$ cat config.mk
export PLATFORM = sky130hd
export DESIGN_NAME = stx_length_packet_deframer_core
export DESIGN_NICKNAME = d
export VERILOG_FILES = /design/src/rtl/stxd_pkg.sv /design/src/rtl/stxd_parser.sv /design/src/rtl/stx_length_packet_deframer_core.sv
export SDC_FILE = /design/constraint.sdc
export NUM_CORES = 1
export LEC_CHECK = 0
export BUFFER_PORTS_ARGS = -buffer_cell sky130_fd_sc_hd__buf_2
export CORE_ASPECT_RATIO = 0.8
export CORE_MARGIN = 2
export CORE_UTILIZATION = 55
export CTS_CLUSTER_DIAMETER = 30
export CTS_CLUSTER_SIZE = 40
export DETAILED_ROUTE_END_ITERATION = 8
export PLACE_DENSITY = 0.75
export SLEW_MARGIN = 20
export SYNTH_ARGS = -nofsm -noshare
export SYNTH_HDL_FRONTEND = slang
export SYNTH_SLANG_ARGS = --single-unit
$ cat constraint.sdc
create_clock -name clock -period 4.3 [get_ports clock]
set_input_delay 0 -clock clock [delete_from_list [all_inputs] [get_ports clock]]
set_output_delay 0 -clock clock [all_outputs]
set_load 0.02 [all_outputs]
$ cat src/rtl/stxd_pkg.sv
// Shared types and constants for the STX length-prefixed deframer.
// Used by the parser, the top level and the checker; depends on nothing.
`default_nettype none

package stxd_pkg;

   localparam int unsigned LEN_W   = 14;
   localparam int unsigned HC_W    = 3;
   localparam int unsigned PHASE_W = 3;

   localparam logic [7:0] STX_BYTE   = 8'h02;
   localparam logic [7:0] DIGIT_ZERO = 8'h30;
   localparam logic [7:0] DIGIT_NINE = 8'h39;

   localparam logic [PHASE_W-1:0] PH_HUNT    = 3'd0;
   localparam logic [PHASE_W-1:0] PH_TAG     = 3'd1;
   localparam logic [PHASE_W-1:0] PH_LEN     = 3'd2;
   localparam logic [PHASE_W-1:0] PH_DELIM   = 3'd3;
   localparam logic [PHASE_W-1:0] PH_PAYLOAD = 3'd4;

   localparam logic [1:0] KIND_DATA  = 2'd0;
   localparam logic [1:0] KIND_EMPTY = 2'd1;
   localparam logic [1:0] KIND_ABORT = 2'd2;

   typedef struct packed {
      logic       hit;
      logic [1:0] kind;
      logic [7:0] data_byte;
      logic       last_byte;
      logic       first_byte;
   } stxd_result_type;

endpackage

`default_nettype wire

$ cat src/rtl/stxd_parser.sv
// Frame parser state machine: hunt, tag, length, delimiter and payload phases.
// Depends on stxd_pkg; the result it offers is combinational from the current byte.
`default_nettype none

module stxd_parser #(
   parameter int unsigned LEN_DIGITS = 4,
   parameter int unsigned TAG_BYTES  = 3
) (
   input  wire logic                     clock,
   input  wire logic                     reset,
   input  wire logic                     step,
   input  wire logic [7:0]               rx_byte,
   input  wire logic                     clear,
   output      stxd_pkg::stxd_result_type result
);
   import stxd_pkg::*;

   localparam logic [HC_W-1:0] TAG_END = HC_W'(TAG_BYTES + 1);
   localparam logic [HC_W-1:0] LEN_END = HC_W'(LEN_DIGITS);

   logic [PHASE_W-1:0] phase_ff, phase_in;
   logic [HC_W-1:0]    header_count_ff, header_count_in;
   logic [LEN_W-1:0]   length_accum_ff, length_accum_in;
   logic [LEN_W-1:0]   payload_left_ff, payload_left_in;
   logic               at_first_ff, at_first_in;

   logic [HC_W-1:0]  hc_inc;
   logic             is_digit;
   logic [3:0]       digit;
   logic [LEN_W-1:0] accum_x10;

   assign hc_inc    = header_count_ff + HC_W'(1);
   assign is_digit  = (rx_byte >= DIGIT_ZERO) && (rx_byte <= DIGIT_NINE);
   assign digit     = rx_byte[3:0];
   assign accum_x10 = {length_accum_ff[LEN_W-4:0], 3'b000}
                    + {length_accum_ff[LEN_W-2:0], 1'b0};

   always_comb begin
      phase_in        = phase_ff;
      header_count_in = header_count_ff;
      length_accum_in = length_accum_ff;
      payload_left_in = payload_left_ff;
      at_first_in     = at_first_ff;
      result          = '0;
      if (clear) begin
         phase_in        = PH_HUNT;
         header_count_in = '0;
         length_accum_in = '0;
         payload_left_in = '0;
         at_first_in     = 1'b1;
      end else if ((phase_ff != PH_HUNT) && (rx_byte == STX_BYTE)) begin
         phase_in        = PH_TAG;
         header_count_in = '0;
         length_accum_in = '0;
         payload_left_in = '0;
         at_first_in     = 1'b1;
         result.hit      = 1'b1;
         result.kind     = KIND_ABORT;
      end else begin
         case (phase_ff)
            PH_TAG: begin
               header_count_in = hc_inc;
               if (hc_inc >= TAG_END) begin
                  phase_in        = PH_LEN;
                  header_count_in = '0;
                  length_accum_in = '0;
               end
            end
            PH_LEN: begin
               if (!is_digit) begin
                  phase_in        = PH_HUNT;
                  header_count_in = '0;
                  length_accum_in = '0;
                  payload_left_in = '0;
                  at_first_in     = 1'b1;
                  result.hit      = 1'b1;
                  result.kind     = KIND_ABORT;
               end else begin
                  length_accum_in = accum_x10 + LEN_W'(digit);
                  header_count_in = hc_inc;
                  if (hc_inc >= LEN_END) begin
                     phase_in        = PH_DELIM;
                     header_count_in = '0;
                  end
               end
            end
            PH_DELIM: begin
               if (length_accum_ff == '0) begin
                  phase_in        = PH_HUNT;
                  header_count_in = '0;
                  length_accum_in = '0;
                  payload_left_in = '0;
                  at_first_in     = 1'b1;
                  result.hit      = 1'b1;
                  result.kind     = KIND_EMPTY;
               end else begin
                  payload_left_in = length_accum_ff;
                  at_first_in     = 1'b1;
                  phase_in        = PH_PAYLOAD;
               end
            end
            PH_PAYLOAD: begin
               result.hit        = 1'b1;
               result.kind       = KIND_DATA;
               result.data_byte  = rx_byte;
               result.last_byte  = (payload_left_ff <= LEN_W'(1));
               result.first_byte = at_first_ff;
               payload_left_in   = payload_left_ff - LEN_W'(1);
               at_first_in       = 1'b0;
               if (payload_left_ff <= LEN_W'(1)) begin
                  phase_in        = PH_HUNT;
                  header_count_in = '0;
                  length_accum_in = '0;
                  payload_left_in = '0;
                  at_first_in     = 1'b1;
               end
            end
            default: begin
               phase_in        = (rx_byte == STX_BYTE) ? PH_TAG : PH_HUNT;
               header_count_in = '0;
               length_accum_in = '0;
               payload_left_in = '0;
               at_first_in     = 1'b1;
            end
         endcase
      end
   end

   always_ff @(posedge clock) begin
      if (reset) begin
         phase_ff        <= PH_HUNT;
         header_count_ff <= '0;
         length_accum_ff <= '0;
         payload_left_ff <= '0;
         at_first_ff     <= 1'b1;
      end else if (step) begin
         phase_ff        <= phase_in;
         header_count_ff <= header_count_in;
         length_accum_ff <= length_accum_in;
         payload_left_ff <= payload_left_in;
         at_first_ff     <= at_first_in;
      end
   end

endmodule

`default_nettype wire

$ cat src/rtl/stx_length_packet_deframer_core.sv
// Channel  Ports                                             Direction
// req      req_valid req_stall req_rx_byte req_clear         in (stall out)
// rsp      rsp_valid rsp_stall rsp_kind rsp_data_byte        out (stall in)
//          rsp_last_byte rsp_first_byte
// A byte is taken every cycle unless req_stall is high; any result it gives is registered.
// The rate is set by the single parser step between the input and result registers.
// Reset is synchronous and returns the parser to the STX hunt with no beat pending.
// req_stall rises only while a result waits in a stalled result register and the
// pending byte would give another result.
// Top level of the STX length-prefixed deframer; depends on stxd_pkg and stxd_parser.
`default_nettype none

module stx_length_packet_deframer_core #(
   parameter int unsigned LEN_DIGITS = 4,
   parameter int unsigned TAG_BYTES  = 3
) (
   input  wire logic       clock,
   input  wire logic       reset,
   input  wire logic       req_valid,
   output      logic       req_stall,
   input  wire logic [7:0] req_rx_byte,
   input  wire logic       req_clear,
   output      logic       rsp_valid,
   input  wire logic       rsp_stall,
   output      logic [1:0] rsp_kind,
   output      logic [7:0] rsp_data_byte,
   output      logic       rsp_last_byte,
   output      logic       rsp_first_byte
);
   import stxd_pkg::*;

   logic       in_valid_ff, in_valid_in;
   logic [7:0] in_byte_ff;
   logic       in_clear_ff;

   logic       out_valid_ff, out_valid_in;
   logic [1:0] out_kind_ff;
   logic [7:0] out_data_ff;
   logic       out_last_ff;
   logic       out_first_ff;

   stxd_result_type result;
   logic            advance;
   logic            req_take;

   stxd_parser #(
      .LEN_DIGITS (LEN_DIGITS),
      .TAG_BYTES  (TAG_BYTES)
   ) u_parser (
      .clock   (clock),
      .reset   (reset),
      .step    (advance),
      .rx_byte (in_byte_ff),
      .clear   (in_clear_ff),
      .result  (result)
   );

   assign advance   = in_valid_ff && (!result.hit || !out_valid_ff || !rsp_stall);
   assign req_stall = in_valid_ff && !advance;
   assign req_take  = req_valid && !req_stall;

   always_comb begin
      in_valid_in = in_valid_ff;
      if (req_take) begin
         in_valid_in = 1'b1;
      end else if (advance) begin
         in_valid_in = 1'b0;
      end
      out_valid_in = out_valid_ff;
      if (advance && result.hit) begin
         out_valid_in = 1'b1;
      end else if (!rsp_stall) begin
         out_valid_in = 1'b0;
      end
   end

   always_ff @(posedge clock) begin
      if (reset) begin
         in_valid_ff  <= 1'b0;
         out_valid_ff <= 1'b0;
      end else begin
         in_valid_ff  <= in_valid_in;
         out_valid_ff <= out_valid_in;
      end
   end

   always_ff @(posedge clock) begin
      if (req_take) begin
         in_byte_ff  <= req_rx_byte;
         in_clear_ff <= req_clear;
      end
      if (advance && result.hit) begin
         out_kind_ff  <= result.kind;
         out_data_ff  <= result.data_byte;
         out_last_ff  <= result.last_byte;
         out_first_ff <= result.first_byte;
      end
   end

   assign rsp_valid      = out_valid_ff;
   assign rsp_kind       = out_kind_ff;
   assign rsp_data_byte  = out_data_ff;
   assign rsp_last_byte  = out_last_ff;
   assign rsp_first_byte = out_first_ff;

endmodule

`default_nettype wire

==> results_dict.tcl, run 1 <==
set metrics [dict create \
    hold_viol 0 \
    rsz0062_at_grt "false" \
    dr_total_vias 2985 \
    crit_chain "nor4b_1 > a31o_2 > a211o_1 > nand4_1 > a211o_1" \
    synth_edf_count 21 \
    setup_viol 0 \
    avgViaCountPerCell 6.055 \
    critPathTopFamily "simple AND/OR/NAND/NOR gates" \
    period_needed_ns 2.954 \
    reg2reg_depth 5 \
    reg2reg_slack_ns 1.35 \
    synth.largest_area_cell "dfxtp_1" \
    cp_num_buf_inv 0 \
    start_kind "flip-flop" \
    die_w_um 92.09 \
    synthTopCellsByArea "dfxtp_1 22%, edfxtp_1 18%, ha_1 9.2%" \
    yosysMostFrequentCell "dfxtp_1" \
    finalSetupTns_ns 0 \
    cts_tree "done" \
    num-fill-cells 486 \
    synth_seq_area_share_pct 40.16 \
    drv_slew 0 \
    worstHoldStart "rsp_stall" \
    die_h_um 74.48 \
    async_flop_share_pct 0 \
    status "finished, final reports clean" \
    root_buffer "clkbuf_8" \
    numCtsBuffers 9 \
    cts_sinks 58 \
    hold_class "in -> reg" \
    power_mw 1.126 \
    ir_worst_vdd_mv 0.1824 \
    timing.fmax_mhz 338.5 \
    critPathMaxStageDelay_ns 0.84 \
    grt_pass1_vias 2569 \
    dp_hpwl_mm 5.702 \
    hold_path_end "rsp_valid" \
    synth_common_cells "37 x dfxtp_1, 33 x a21oi_1, 33 x nand2_1" \
    dieArea_um2 6858 \
    grt_util_all_layers_pct 23.54 \
    gp_congestion 0.8713 \
    r2r-start "in_byte_ff[3]" \
    grt_overflow 0 \
    crit_arrival_ns 3.18 \
    wl_per_cell_um 16.04 \
    dr.first_iter.drc_count 258 \
    syn_inst 374 \
    area_delta_synth_final_pct 14.33 \
    avgSynthCellArea_um2 9.130 \
    period_share_pct 68.69 \
    crit_top_cell "a211o_1" \
    core_um2 5943 \
    syn-num-nets 414 \
    yosys_warnings 0 \
    clock_latency_ns 0.34 \
    final_nets 447 \
    worst_pin_slew_ns 1.098 \
    crit_path_end_kind "flip-flop" \
    worstHoldPathCells 3 \
    antenna_found_initial 0 \
    ys_types 50 \
    drive_gt1_share_pct 13.35 \
    drt.antenna.violating_nets 0 \
    skew_ns 0.008181 \
    grt_start_max_net_pins 27 \
    drc 0 \
    timing.slew.headroom_pct 26.81 \
    leakagePower_nw 1.629 \
    start_util_pct 57.45 \
    dr.pass1.iters 5 \
    ys_ff_latch 58 \
    antennaDiodeCount 0 \
    synth.top_cell.area_share_pct 21.69 \
    slowest_stage "nor4b_1" \
    clk_path_buf_depth 2 \
    core.rowCount 25 \
    routed_wl_mm 7.907 \
    crit_type "reg -> reg" \
    path_clk_slew_ns 0.07 \
    cp.required_ns 4.53 \
    cap_viol_max_count 0 \
    pin_count 27 \
    ys_dominant_reg_cell "dfxtp_1" \
    grt_pass1_wl_mm 12.43 \
    r2r-end "u_parser.at_first_ff" \
    cp_max_fo 15 \
    cts.htree.levels 3 \
    syn_area_um2 3415 \
    place.port_buffers 26 \
    cts.repair.resized 0 \
    p_per_area_nw_per_um2 288.5 \
    holdWs_ns 0.02857 \
]
==> stage by stage <==
stage	instance area [um2]	setup slack, ns	instances	util [%]
2_1_floorplan	3415	1.787	374	-
3_3_place_gp	3603	1.464	467	60.63
3_5_place_dp	3603	1.277	467	60.63
4_1_cts	3897	1.262	493	65.58
5_1_grt	3904	1.253	493	65.68
6_report	3904	1.346	493	65.68
==> what timing repair did <==
action,4_1_cts,5_1_grt
hold buffers,10,0
buffers inserted,0,0
hold endpoints to repair,10,0
setup endpoints to repair,0,0
==> worst register-to-register path, cell delays in order (launching register included) <==
cell and delay, ns:
edfxtp_1 0.41, nor4b_1 0.84, a31o_2 0.39, a211o_1 0.19, nand4_1 0.55, a211o_1 0.47
==> flip-flops by register name, summed over array words and instances (netlist names) <==
register / cells
u_parser.length_accum_ff: 14
u_parser.at_first_ff: 1
in_clear_ff: 1
u_parser.phase_ff: 3
rsp_data_byte: 8
rsp_last_byte: 1
u_parser.payload_left_ff: 14
in_valid_ff: 1
in_byte_ff: 8
rsp_valid: 1
u_parser.header_count_ff: 3
rsp_first_byte: 1
rsp_kind: 2
==> placed cells by master, fill, tap and decap left out, types with 3 or more instances in the layout <==
cell | Yosys | final
xnor2_1 | 19 | 19
inv_1 | 12 | 12
or2_2 | 4 | 4
a21o_1 | 4 | 4
dlygate4sd3_1 | 0 | 10
o21ai_0 | 18 | 18
nand4_1 | 5 | 5
buf_4 | 0 | 3
nand3_1 | 18 | 18
nor4_1 | 9 | 9
or4_1 | 7 | 7
a22o_1 | 15 | 15
a21oi_1 | 33 | 33
dfxtp_1 | 37 | 37
a211o_1 | 4 | 4
o21a_1 | 3 | 3
clkinvlp_4 | 0 | 4
and3_1 | 9 | 9
nor3_1 | 11 | 11
nand2_1 | 33 | 33
and2_1 | 3 | 3
ha_1 | 25 | 25
edfxtp_1 | 21 | 21
xor2_1 | 3 | 3
buf_2 | 1 | 26
nor2_1 | 18 | 18
nand2b_1 | 5 | 5
o31ai_1 | 4 | 4
a31oi_1 | 5 | 4
clkbuf_8 | 0 | 9
==> routing by layer <==
| layer | wire (um) | track usage, % | vias up |
|---|---|---|---|
| li1 | - | - | 1471 |
| met1 | 3812 | 33.50 | 1386 |
| met2 | 3420 | 36.19 | 112 |
| met3 | 537 | 5.775 | 16 |
| met4 | 136 | 6.633 | 0 |
| met5 | 0 | 0 | - |
==> kinds of logic after synthesis <==
kind of cell / Yosys count / synth area share (%)
xor gates and xnor gates: 22 / 5.643
and+or+nand+nor: 138 / 21.62
AOI/OAI and AO/OA: 100 / 19.02
buffers and inverters: 29 / 3.224
adders and majority gates: 27 / 10.33
DFF: 58 / 40.16
==> worst max path at each step <==
stage	startpoint	endpoint	cells past startpoint
floorplan	u_parser.payload_left_ff[4]	u_parser.header_count_ff[0]	7
global placement	u_parser.payload_left_ff[4]	u_parser.phase_ff[1]	6
detailed placement	in_byte_ff[3]	u_parser.length_accum_ff[1]	6
CTS	in_byte_ff[3]	u_parser.length_accum_ff[1]	6
global route	in_byte_ff[2]	u_parser.at_first_ff	5
finish	in_byte_ff[3]	u_parser.at_first_ff	5
==> power breakdown <==
group          internal [mW]  switching [mW]  total [mW]  leakage, nW
Sequential             0.575         0.00710       0.583        0.526
Clock                  0.265           0.227       0.491       0.0873
Combinational         0.0214          0.0311      0.0525         1.02
==> cell type report <==
cell class / count / area (um2) / share of cell area (%)
Multi-Input combinational cell: 287 / 1939 / 49.68
Sequential cell: 58 / 1371 / 35.13
Timing Repair Buffer: 39 / 252.7 / 6.474
Clock buffer: 9 / 123.9 / 3.173
Tap cell: 81 / 101.3 / 2.596
Clock inverter: 7 / 70.07 / 1.795
Inverter: 12 / 45.04 / 1.154
(Power assumes the default switching activity.)
==> run 2: changes to the inputs <==
clock period = 3.1 ns   (was 4.3 ns; I/O delays follow)
==> results_dict.tcl, run 2 (same netlist as run 1, synthesis figures left out) <==
set metrics [dict create \
    top_layer "met4" \
    routed_wl_mm 8.354 \
    largest_registers "u_parser.length_accum_ff (14), u_parser.payload_left_ff (14)" \
    finalSetupTns_ns 0 \
    clock_latency_ns 0.34 \
    die_h_um 74.48 \
    r2r-end "u_parser.length_accum_ff[13]" \
    hold_viol 0 \
    crit_top_cell "inv_1" \
    r2r-start "u_parser.length_accum_ff[0]" \
    setup_viol 0 \
    instances_no_fill 506 \
    grt_overflow 0 \
    crit_start "u_parser.length_accum_ff[0]" \
    grt_pass1_vias 2702 \
    path_clk_slew_ns 0.07 \
    cp.required_ns 3.34 \
    worstSetupPathDepth 10 \
    core_um2 5943 \
    crit_type "reg -> reg" \
    reg2reg_depth 10 \
    antennaDiodeCount 0 \
    area_delta_synth_final_pct 17.70 \
    numCtsBuffers 9 \
    m1WireLength_mm 4.009 \
    hold_class "in -> reg" \
    cts.htree.levels 3 \
    rsz0062_at_grt "false" \
    start_kind "flip-flop" \
    root_buffer "clkbuf_8" \
    core.rowCount 25 \
    critPathMaxStageDelay_ns 0.58 \
    cts_sinks 58 \
    grt_pass1_wl_mm 13.68 \
    final_util_pct 67.62 \
    dr.first_iter.drc_count 277 \
    dr_total_vias 3075 \
    period_needed_ns 2.865 \
    grt_start_max_net_pins 27 \
    period_share_pct 92.43 \
    wl_per_cell_um 16.51 \
    cap_viol_max_count 0 \
    place.port_buffers 26 \
    critPathTopFamily "compound AO/OA/AOI/OAI gates" \
    ir_worst_vdd_mv 0.2420 \
    timing.slew.headroom_pct 24.32 \
    cts.repair.resized 0 \
    drv_slew 0 \
    p_per_area_nw_per_um2 413.2 \
    dieArea_um2 6858 \
    cts_setup_buffers 0 \
    timing.fmax_mhz 349.0 \
    drc 0 \
    dr.pass1.iters 5 \
    gp_congestion 0.8962 \
    skew_ns 0.005800 \
    antenna_found_initial 0 \
    grt_util_all_layers_pct 26.03 \
    cp_max_fo 4 \
    crit_arrival_ns 3.10 \
    clk_path_buf_depth 2 \
    worst_pin_slew_ns 1.135 \
    cp_num_buf_inv 2 \
    status "finished, final reports clean" \
    worstHoldStart "rsp_stall" \
    drive_gt1_share_pct 15.29 \
    die_w_um 92.09 \
    avgViaCountPerCell 6.077 \
    slowest_stage "fa_1" \
    leakagePower_nw 1.715 \
    crit_path_end_kind "flip-flop" \
    final_cell_mix "37 x dfxtp_1, 33 x nand2_1, 33 x a21oi_1, 26 x buf_2, 25 x ha_1" \
    crit_end "u_parser.length_accum_ff[13]" \
    pin_count 27 \
    dr_wl_met2_mm 3.621 \
    power_mw 1.660 \
    final_common_cell "dfxtp_1" \
    start_util_pct 57.45 \
    drt.antenna.violating_nets 0 \
    met3_length_um 617 \
    reg2reg_slack_ns 0.23 \
    final_nets 460 \
    dp_hpwl_mm 5.832 \
    crit_chain "inv_1 > fa_1 > inv_1 > ha_1 > a211oi_1 > o21a_1 > o31ai_1 > o41ai_1 > xnor2_1 > a22o_1" \
    dp_cells 480 \
    cts_tree "done" \
]
-- run 2: changes by cell type in the layout (fill, tap and decap cells not counted) --
cell,previous run,this run
clkinv_1,0,2
clkinvlp_4,4,1
clkinv_2,2,1
buf_4,3,16
a31oi_1,4,5
clkbuf_8,9,10
a31oi_2,1,0
bufinv_16,1,2
-- run 2: how the worst min path moves through the flow --
stage | slack (ns) | cells after the start | endpoint
after floorplan | 0.1 | 0 | in_byte_ff[0]
after global placement | 0.18 | 1 | in_clear_ff
after detailed placement | 0.18 | 1 | in_byte_ff[7]
after CTS | 0.02 | 3 | rsp_valid
after global routing | 0.04 | 3 | rsp_valid
final | 0.03 | 3 | rsp_valid
-- run 2: metrics by stage --
| step | hold slack [ns] | area (um2) | setup slack [ns] |
|---|---|---|---|
| finish | 0.03442 | 4019 | 0.2346 |
| detailed placement | 0.1781 | 3701 | 0.2780 |
| floorplan | 0.09887 | 3415 | 0.5866 |
| global route | 0.04242 | 4019 | 0.06330 |
| global placement | 0.1772 | 3701 | 0.3630 |
| CTS | 0.02332 | 4019 | 0.2358 |
-- run 2: final cells by class --
type | instances | area (um2)
Sequential cell | 58 | 1371
Fill cell | 497 | 1924
Clock buffer | 10 | 137.6
Multi-Input combinational cell | 287 | 1933
Tap cell | 81 | 101.3
Inverter | 12 | 45.04
Timing Repair Buffer | 52 | 350.3
Clock inverter | 6 | 80.08
-- run 2: what timing repair did --
action / 4_1_cts / 5_1_grt
setup endpoints to repair: 0 / 0
hold buffers: 10 / 0
hold endpoints to repair: 10 / 0
-- run 2: routing by layer --
metal	vias to the layer above	GRT usage, %
li1	1497	-
met1	1437	38.32
met2	125	38.81
met3	16	7.092
met4	0	5.473
met5	-	0
-- run 2: tightest hold or removal path: stages --
cell and delay, ns:
buf_2 0.11, nand2_1 0.13, a21oi_1 0.08
-- run 2: power breakdown --
group | switching [mW] | internal [mW] | total (mW) | leakage [nW]
Sequential | 0.0108 | 0.798 | 0.809 | 0.526
Clock | 0.303 | 0.467 | 0.770 | 0.107
Combinational | 0.0461 | 0.0354 | 0.0815 | 1.08
Total | 0.360 | 1.30 | 1.66 | 1.72
==> run 3: changes to the inputs <==
CORE_UTILIZATION = 40   (was 55)
GPL_TIMING_DRIVEN = 0   (was default)
PLACE_DENSITY = 0.58   (was 0.75)
SETUP_SLACK_MARGIN = 0.2   (was default)
==> results_dict.tcl, run 3 (same netlist as run 1, synthesis figures left out) <==
set metrics [dict create \
    period_needed_ns 2.738 \
    cp_max_fo 4 \
    r2r-start "u_parser.length_accum_ff[2]" \
    path_clk_slew_ns 0.08 \
    final_util_pct 49.01 \
    hold_viol 0 \
    crit_arrival_ns 2.97 \
    antennaDiodeCount 0 \
    die_h_um 86.64 \
    cts.htree.levels 3 \
    final_cell_mix "35 x dfxtp_1, 33 x nand2_1, 32 x a21oi_1, 26 x buf_2, 24 x ha_1" \
    drv_slew 0 \
    cp.required_ns 3.33 \
    dr_total_vias 3043 \
    skew_ns 0.007253 \
    power_mw 1.687 \
    drc 0 \
    core.rowCount 30 \
    worst_pin_slew_ns 0.7875 \
    grt_overflow 0 \
    setup_viol 0 \
    grt_start_max_net_pins 13 \
    drt.antenna.violating_nets 0 \
    timing.slew.headroom_pct 47.25 \
    cts_sinks 58 \
    grt_pass1_vias 2760 \
    leakagePower_nw 1.687 \
    numCtsBuffers 9 \
    gp_congestion 0.8378 \
    hold_path_end "rsp_valid" \
    pin_count 27 \
    finalSetupTns_ns 0 \
    dieArea_um2 9296 \
    setup_ws_ns 0.3621 \
    grt_pass1_wl_mm 13.82 \
    crit_type "reg -> reg" \
    p_per_area_nw_per_um2 411.2 \
    largest_registers "u_parser.length_accum_ff (14), u_parser.payload_left_ff (14)" \
    dp_cells 511 \
    pre_cts_slack_ns 0.1283 \
    drive_gt1_share_pct 15.93 \
    reg2reg_depth 10 \
    clock_latency_ns 0.34 \
    clk_path_buf_depth 2 \
    rsz0062_at_grt "false" \
    place.port_buffers 25 \
    start_kind "flip-flop" \
    status "finished, final reports clean" \
    start_util_pct 40.79 \
    crit_path_end_kind "flip-flop" \
    ir_worst_vdd_mv 0.1945 \
    wl_per_cell_um 15.74 \
    core_um2 8371 \
    root_buffer "clkbuf_8" \
    routed_wl_mm 8.485 \
    num-fill-cells 807 \
    period_share_pct 88.32 \
    combPwrFrac_pct 4.8 \
    hold_class "in -> reg" \
    dp_hpwl_mm 6.310 \
    instances_no_fill 539 \
    pwr-share-seq_pct 48.0 \
    power_switching_mw 0.3968 \
    final_nets 462 \
    die_w_um 107.3 \
    timing.fmax_mhz 365.2 \
    cts_tree "done" \
    internal-power_mw 1.290 \
    antenna_found_initial 0 \
    swShare_pct 23.52 \
    area_delta_synth_final_pct 20.15 \
    cap_viol_max_count 0 \
    worstHoldStart "rsp_stall" \
    reg2reg_slack_ns 0.36 \
    r2r-end "u_parser.length_accum_ff[13]" \
    dr.pass1.iters 5 \
    final_common_cell "dfxtp_1" \
    power_frac_clock_pct 47.2 \
    worstHoldPathCells 3 \
    grt_util_all_layers_pct 19.04 \
    dr.first_iter.drc_count 175 \
    avgViaCountPerCell 5.646 \
]
-- run 3: cell count changes in the layout (fill, tap and decap cells not counted), sizes merged --
cell	change
buf	-14
inv	+1
clkbuf	+15
-- run 3: layer usage --
layer  vias up  global-route usage (%)  part of all wire [%]
met1      1430                   27.32                    48
met4         0                   6.139                  0.94
met3         9                   4.361                   6.0
met2       105                   28.37                    45
li1       1499                       -                     -
met5         -                       0                     0
-- run 3: final cells by class --
type	instances	area (um2)	area share, %
plain buffers	17	67.56	1.647
clock buffers	9	123.9	3.019
clock inverters	7	102.6	2.501
inverters	12	45.04	1.098
multi-input cells	287	2007	48.92
flip-flops and latches	58	1376	33.55
well taps	112	140.1	3.416
repair buffers	37	240.2	5.855
-- run 3: timing repair --
action | 4_1_cts | 5_1_grt
resized for setup | 3 | 16
cloned | 0 | 0
pin swaps | 0 | 5
hold buffers | 10 | 0
setup buffers | 0 | 2
endpoints found under the setup margin | 21 | 38
endpoints found under the hold margin | 10 | 0
-- run 3: worst max-delay path by stage --
stage               slack [ns]                           end                         from
finish                    0.36  u_parser.length_accum_ff[13]  u_parser.length_accum_ff[2]
global route              0.22  u_parser.length_accum_ff[13]  u_parser.length_accum_ff[2]
CTS                       0.24   u_parser.length_accum_ff[7]         u_parser.phase_ff[1]
detailed placement        0.13              rsp_data_byte[0]         u_parser.phase_ff[1]
global placement          0.15              rsp_data_byte[5]         u_parser.phase_ff[1]
floorplan                 0.59   u_parser.header_count_ff[0]  u_parser.payload_left_ff[4]
-- run 3: power by group through the flow --
stage               combinational [mW]  sequential (mW)  clock [mW]
global route                    0.0880            0.811       0.852
global placement                0.0642            0.826           0
floorplan                       0.0421            0.822           0
finish                          0.0805            0.810       0.797
detailed placement              0.0651            0.826           0
CTS                             0.0756            0.809       0.813
-- run 3: worst max-delay path, stage by stage (launching register included) --
cell and delay, ns:
dfxtp_4 0.37, inv_1 0.08, fa_2 0.61, inv_1 0.08, ha_4 0.24, a211oi_2 0.24, o21a_1 0.22, o31ai_4 0.11
o41ai_2 0.37, xnor2_1 0.12, a22o_1 0.19
-- run 3: per-stage QoR --
stage	hold slack, ns	instance area (um2)
4_1_cts	0.03901	4024
3_3_place_gp	0.1774	3680
3_5_place_dp	0.1809	3680
2_1_floorplan	0.09887	3415
6_report	0.06687	4103
5_1_grt	0.09716	4103
